## config.mk

```make
export PLATFORM = sky130hd
export DESIGN_NAME = drr_ctrl
export DESIGN_NICKNAME = d
export VERILOG_FILES = /design/src/rtl/drr_pkg.sv /design/src/rtl/drr_ctrl.sv
export SDC_FILE = /design/constraint.sdc
export NUM_CORES = 1
export LEC_CHECK = 0
export ABC_AREA = 1
export BUFFER_PORTS_ARGS = -buffer_cell sky130_fd_sc_hd__buf_2
export CAP_MARGIN = 20
export CORE_AREA = 5 5 43 45
export DETAILED_ROUTE_END_ITERATION = 8
export DIE_AREA = 0 0 48 50
export PLACE_DENSITY = 0.67
export RECOVER_POWER = 25
export SLEW_MARGIN = 40
export SYNTH_ARGS = -nofsm -noshare
export SYNTH_HDL_FRONTEND = slang
export SYNTH_SLANG_ARGS = --single-unit
```

## constraint.sdc

```tcl
create_clock -name clk -period 1.08 [get_ports clk]
set_input_delay 0.162 -clock clk [delete_from_list [all_inputs] [get_ports clk]]
set_output_delay 0.162 -clock clk [all_outputs]
set_load 0.005 [all_outputs]
```

## src/rtl/drr_pkg.sv

```systemverilog
`timescale 1ns / 1ps
package drr_pkg;
	localparam int ZONES         = 2;
	localparam int POTS_PER_ZONE = 10;
	localparam int HISTORY_DEPTH = 16;

	localparam int SLOTS     = ZONES * POTS_PER_ZONE;
	localparam int SLOT_W    = (SLOTS > 1) ? $clog2(SLOTS) : 1;
	localparam int POS_W     = $clog2(HISTORY_DEPTH);
	localparam int MEM_DEPTH = SLOTS * HISTORY_DEPTH;
	localparam int ADDR_W    = $clog2(MEM_DEPTH);

	localparam int CNT_W    = 5;
	localparam int RATE_W   = 11;
	localparam int STATUS_W = 3;
	localparam int HUM_W    = 8;
	localparam int TIME_W   = 32;

	localparam int MIN_SAMPLES = 6;
	localparam int DEGEN_LIMIT = 16778;
	localparam int RATE_MIN    = 10;
	localparam int RATE_MAX    = 2000;
	// 4096 / 3600000 reduces to 32 / 28125
	localparam int X_DIVISOR   = 28125;
	// 2^46 / 28125 rounded down; dt * X_RECIP >> 41 is the hour value or one below
	localparam int X_SHIFT     = 41;
	localparam logic [31:0] X_RECIP = 32'((64'd1 << 46) / 64'(X_DIVISOR));
	localparam int R_STEPS     = 12;

	localparam int X_W   = 23;
	localparam int SX_W  = 28;
	localparam int SY_W  = 12;
	localparam int SXY_W = 35;
	localparam int SXX_W = 51;
	localparam int DEN_W = 57;
	localparam int NUM_W = 41;
	localparam int DVD_W = 64;
	localparam int DVS_W = 56;

	typedef enum logic [STATUS_W-1:0] {
		ST_RECORDED = 3'd0,
		ST_UPDATED  = 3'd1,
		ST_FEW      = 3'd2,
		ST_DEGEN    = 3'd3,
		ST_BADIDX   = 3'd4
	} status_t;

	typedef enum logic [3:0] {
		S_IDLE, S_CHECK, S_BASE, S_READ, S_LOAD, S_XFIX, S_ACC,
		S_F1, S_F2, S_F3, S_F4, S_DIVR, S_FINISH
	} state_t;

	typedef struct packed {
		logic    ld_in;
		logic    rec;
		logic    rd_first;
		logic    ld_base;
		logic    rd_ptr;
		logic    est_x;
		logic    fix_x;
		logic    acc;
		logic    fin1;
		logic    fin2;
		logic    fin3;
		logic    div_r;
		logic    rate_min;
		logic    rate_div;
		logic    st_ld;
		status_t st_code;
		logic    out_ld;
	} dp_cmd_t;

	typedef struct packed {
		logic bad;
		logic is_upd;
		logic few;
		logic k_last;
		logic div_done;
		logic degen;
		logic nonpos;
		logic out_busy;
	} dp_stat_t;
endpackage

```

## src/rtl/drr_ctrl.sv

```systemverilog
`timescale 1ns / 1ps
module drr_ctrl import drr_pkg::*; (
	input  logic     clk,
	input  logic     arst_n,
	input  logic     in_valid,
	output logic     in_ready,
	input  dp_stat_t stat,
	output dp_cmd_t  cmd
);
	state_t state_q, state_d;

	always_ff @(posedge clk or negedge arst_n) begin
		if (!arst_n)
			state_q <= S_IDLE;
		else
			state_q <= state_d;
	end

	always_comb begin
		state_d  = state_q;
		cmd      = '0;
		in_ready = 1'b0;
		unique case (state_q)
			S_IDLE: begin
				in_ready = 1'b1;
				if (in_valid) begin
					cmd.ld_in = 1'b1;
					state_d   = S_CHECK;
				end
			end
			S_CHECK: begin
				if (stat.bad) begin
					cmd.st_ld   = 1'b1;
					cmd.st_code = ST_BADIDX;
					state_d     = S_FINISH;
				end else if (!stat.is_upd) begin
					cmd.rec     = 1'b1;
					cmd.st_ld   = 1'b1;
					cmd.st_code = ST_RECORDED;
					state_d     = S_FINISH;
				end else if (stat.few) begin
					cmd.st_ld   = 1'b1;
					cmd.st_code = ST_FEW;
					state_d     = S_FINISH;
				end else begin
					cmd.rd_first = 1'b1;
					state_d      = S_BASE;
				end
			end
			S_BASE: begin
				cmd.ld_base = 1'b1;
				state_d     = S_READ;
			end
			S_READ: begin
				cmd.rd_ptr = 1'b1;
				state_d    = S_LOAD;
			end
			S_LOAD: begin
				cmd.est_x = 1'b1;
				state_d   = S_XFIX;
			end
			S_XFIX: begin
				cmd.fix_x = 1'b1;
				state_d   = S_ACC;
			end
			S_ACC: begin
				cmd.acc = 1'b1;
				state_d = stat.k_last ? S_F1 : S_READ;
			end
			S_F1: begin
				cmd.fin1 = 1'b1;
				state_d  = S_F2;
			end
			S_F2: begin
				cmd.fin2 = 1'b1;
				state_d  = S_F3;
			end
			S_F3: begin
				cmd.fin3 = 1'b1;
				if (stat.degen) begin
					cmd.st_ld   = 1'b1;
					cmd.st_code = ST_DEGEN;
					state_d     = S_FINISH;
				end else if (stat.nonpos) begin
					cmd.rate_min = 1'b1;
					cmd.st_ld    = 1'b1;
					cmd.st_code  = ST_UPDATED;
					state_d      = S_FINISH;
				end else begin
					state_d = S_F4;
				end
			end
			S_F4: begin
				cmd.div_r = 1'b1;
				state_d   = S_DIVR;
			end
			S_DIVR: begin
				if (stat.div_done) begin
					cmd.rate_div = 1'b1;
					cmd.st_ld    = 1'b1;
					cmd.st_code  = ST_UPDATED;
					state_d      = S_FINISH;
				end
			end
			S_FINISH: begin
				if (!stat.out_busy) begin
					cmd.out_ld = 1'b1;
					state_d    = S_IDLE;
				end
			end
			default: state_d = S_IDLE;
		endcase
	end
endmodule

```

==> run metrics <==
CTS tree done; core area roughly 0.0014 mm²; CTS Buf Count 3; share of cells above drive strength 1 67.6%; initial antenna violation count 0; global-route wire length before repair 2810 µm; P per Cell Area 2600 mW/mm²; Synth-to-Final Area Change 107%; status finished with violations; Remaining DRCs 0; initial core utilization 33.4%; Final period util 138%; Max clock buf depth 2; vias in the first global route 689; actual slew at the worst max-slew pin 0.243 ns; Vias 757; post-route minimum period 1.49 ns; Max-slew headroom 83.8%; crit path from state_q[1]; Worst Path Max Fanout 4; final hold violations 0; Hold Crit Class in -> reg; met1 Usage GRT 18.8%; Routed WL between 2000 and 2500 µm; I/O Buffers 30; GP Congestion 0.812; highest clock rate about 670 MHz; FF/Latch Area 104 µm²; clock sink total 4; max cap viols 0; grt ovf 0; GR peak layer met2; Top reg by flops state_q; IR drop worst, VDD between 1 and 1.5 mV; Net Count, Synth between 90 and 100; # IOs 31; H-tree depth 1; CTS clk-pin slew, worst paths 0.04 ns; Design Area, Final 993 µm²; GR Util met2 a little over a quarter; FF+latch count, synth 4; num rows 14; die width 48 µm; initial drt markers 13; Tot Pwr 2580 µW; antenna-violating nets left 0; synthesized area 479 µm²; worst reg2reg path startpoint state_q[3]; Tot GR Track Use 16.1%; drt wl/cell about 13 µm; Leakage 0.000585 µW; Yosys cell types 19; hold_sp stat[3]; post-route setup slack -0.414 ns; clock root buffer master clkbuf_4; failing checks setup timing; max FFs per register 4; RSZ-0062 raised after global routing yes; Post-Syn Instances 85; nets about 150; Ys Warns 0; hpwl dp 1300 µm; Synth Area per Inst 5.64 µm²; clock skew 0.00999 ns; Slew Limit Fails 0; Worst EP required between 0.9 and 1 ns; Die ar. ~0.0024 mm²; drt first pass iters 4; Crit path arrival time 1.33 ns; CP Class reg -> out; final setup fails 24; Largest regs state_q (4); Placement Setup Slack -0.182 ns; FILL cells 120; DIE HEIGHT 50 µm; DP Area 727 µm²; drt via density ~5; CP Capture Type output pin; Worst-Skew Late Latency 0.24 ns; met3 Track Usage GR 1.45%; Multi-input gate area 424 µm²; Seq/Total Area, Yosys a little over a fifth; setup tns final -7.39 ns; Ant. Diodes 0; Critical Path Source Type flop; largest net degree at the start of global routing 6
==> kinds of logic (layout without fill, tap and decap cells) <==
| group | after synthesis | in the layout | synth area share, % |
|---|---|---|---|
| compound gates | 6 | 6 | 8.09 |
| buf+inv | 21 | 75 | 16.4 |
| flops | 4 | 4 | 20.9 |
| simple gates | 54 | 54 | 54.6 |
==> repair_timing <==
item	in CTS	in global routing
hold buffers	1	0
pin swaps	8	15
gates resized for setup	27	18
buffers inserted	8	6
endpoints found under the setup margin	24	24
endpoints found under the hold margin	4	0
==> cell type report <==
cell class	instances	area share [%]
clock buffers	3	2.27
inverters	21	8.44
multi-input cells	60	42.7
flip-flops and latches	4	10.5
well taps	16	2.02
repair buffers	51	34.1
==> power by group <==
| group | internal [µW] | switching (µW) |
|---|---|---|
| logic | 958 | 1060 |
| registers | 234 | 135 |
| clock network | 125 | 67.4 |
==> worst max-delay path, cell delays in order, from the launching register on <==
cell,delay (ns)
dfrtp_2,0.43
inv_2,0.10
nand2_4,0.09
nor2_4,0.16
nand4_1,0.13
inv_1,0.07
buf_2,0.10
==> layout by cell type (no fill, tap or decap), types with 3 or more instances in the layout <==
cell type | netlist | routed
buf_2 | 0 | 29
inv_1 | 18 | 14
nand2_1 | 18 | 12
buf_4 | 0 | 12
nor2_1 | 15 | 8
buf_6 | 0 | 8
nand2_4 | 1 | 6
nor2_2 | 3 | 6
inv_2 | 3 | 5
nor2_4 | 1 | 5
nand3_1 | 6 | 4
nor3_2 | 1 | 4
nand2_2 | 2 | 3
nand4_1 | 3 | 3
o21ai_2 | 2 | 3
clkbuf_4 | 0 | 3
dfrtp_2 | 0 | 3
==> final timing paths <==
kind / endpoint / slack, ns / cells after the start
max in group asynchronous: state_q[0] / 0.56 / 2
min in group asynchronous: state_q[1] / 0.30 / 2
worst min register to register: state_q[0] / 0.76 / 3
worst max register to register: state_q[2] / -0.26 / 9
worst min-delay path: state_q[0] / 0.24 / 4
worst max-delay path: cmd[16] / -0.41 / 6
==> stage by stage <==
stage,std cells,hold slack (ns),util [%]
3_3_place_gp,139,-0.0335,50.6
2_1_floorplan,85,-0.134,-
3_5_place_dp,139,-0.0266,50.6
5_1_grt,155,0.234,69.2
4_1_cts,151,0.236,62.9
6_report,155,0.242,69.2
==> Yosys cell counts <==
| master | count | area share [%] |
|---|---|---|
| inv_1 | 18 | 14 |
| nand2_1 | 18 | 14 |
| nor2_1 | 15 | 12 |
| nand3_1 | 6 | 6.3 |
| dfrtp_1 | 4 | 21 |
| inv_2 | 3 | 2.3 |
| nand4_1 | 3 | 3.9 |
| nor2_2 | 3 | 3.9 |
| nor3_1 | 3 | 3.1 |
| nand2_2 | 2 | 2.6 |
| o21ai_2 | 2 | 3.7 |
| a21oi_1 | 1 | 1.0 |
| nand2_4 | 1 | 2.3 |
| nand3_2 | 1 | 2.1 |
| nor2_4 | 1 | 2.3 |
| nor3_2 | 1 | 2.1 |
| o21ai_0 | 1 | 1.0 |
| o21ai_1 | 1 | 1.0 |
| o22ai_1 | 1 | 1.3 |
==> per-layer routing <==
metal | up-vias | routed length (µm)
li1 | 368 | -
met3 | 7 | 125
met4 | 0 | 48
met1 | 346 | 733
met2 | 36 | 1140
met5 | - | 0
Power figures use the tool's default switching activity.
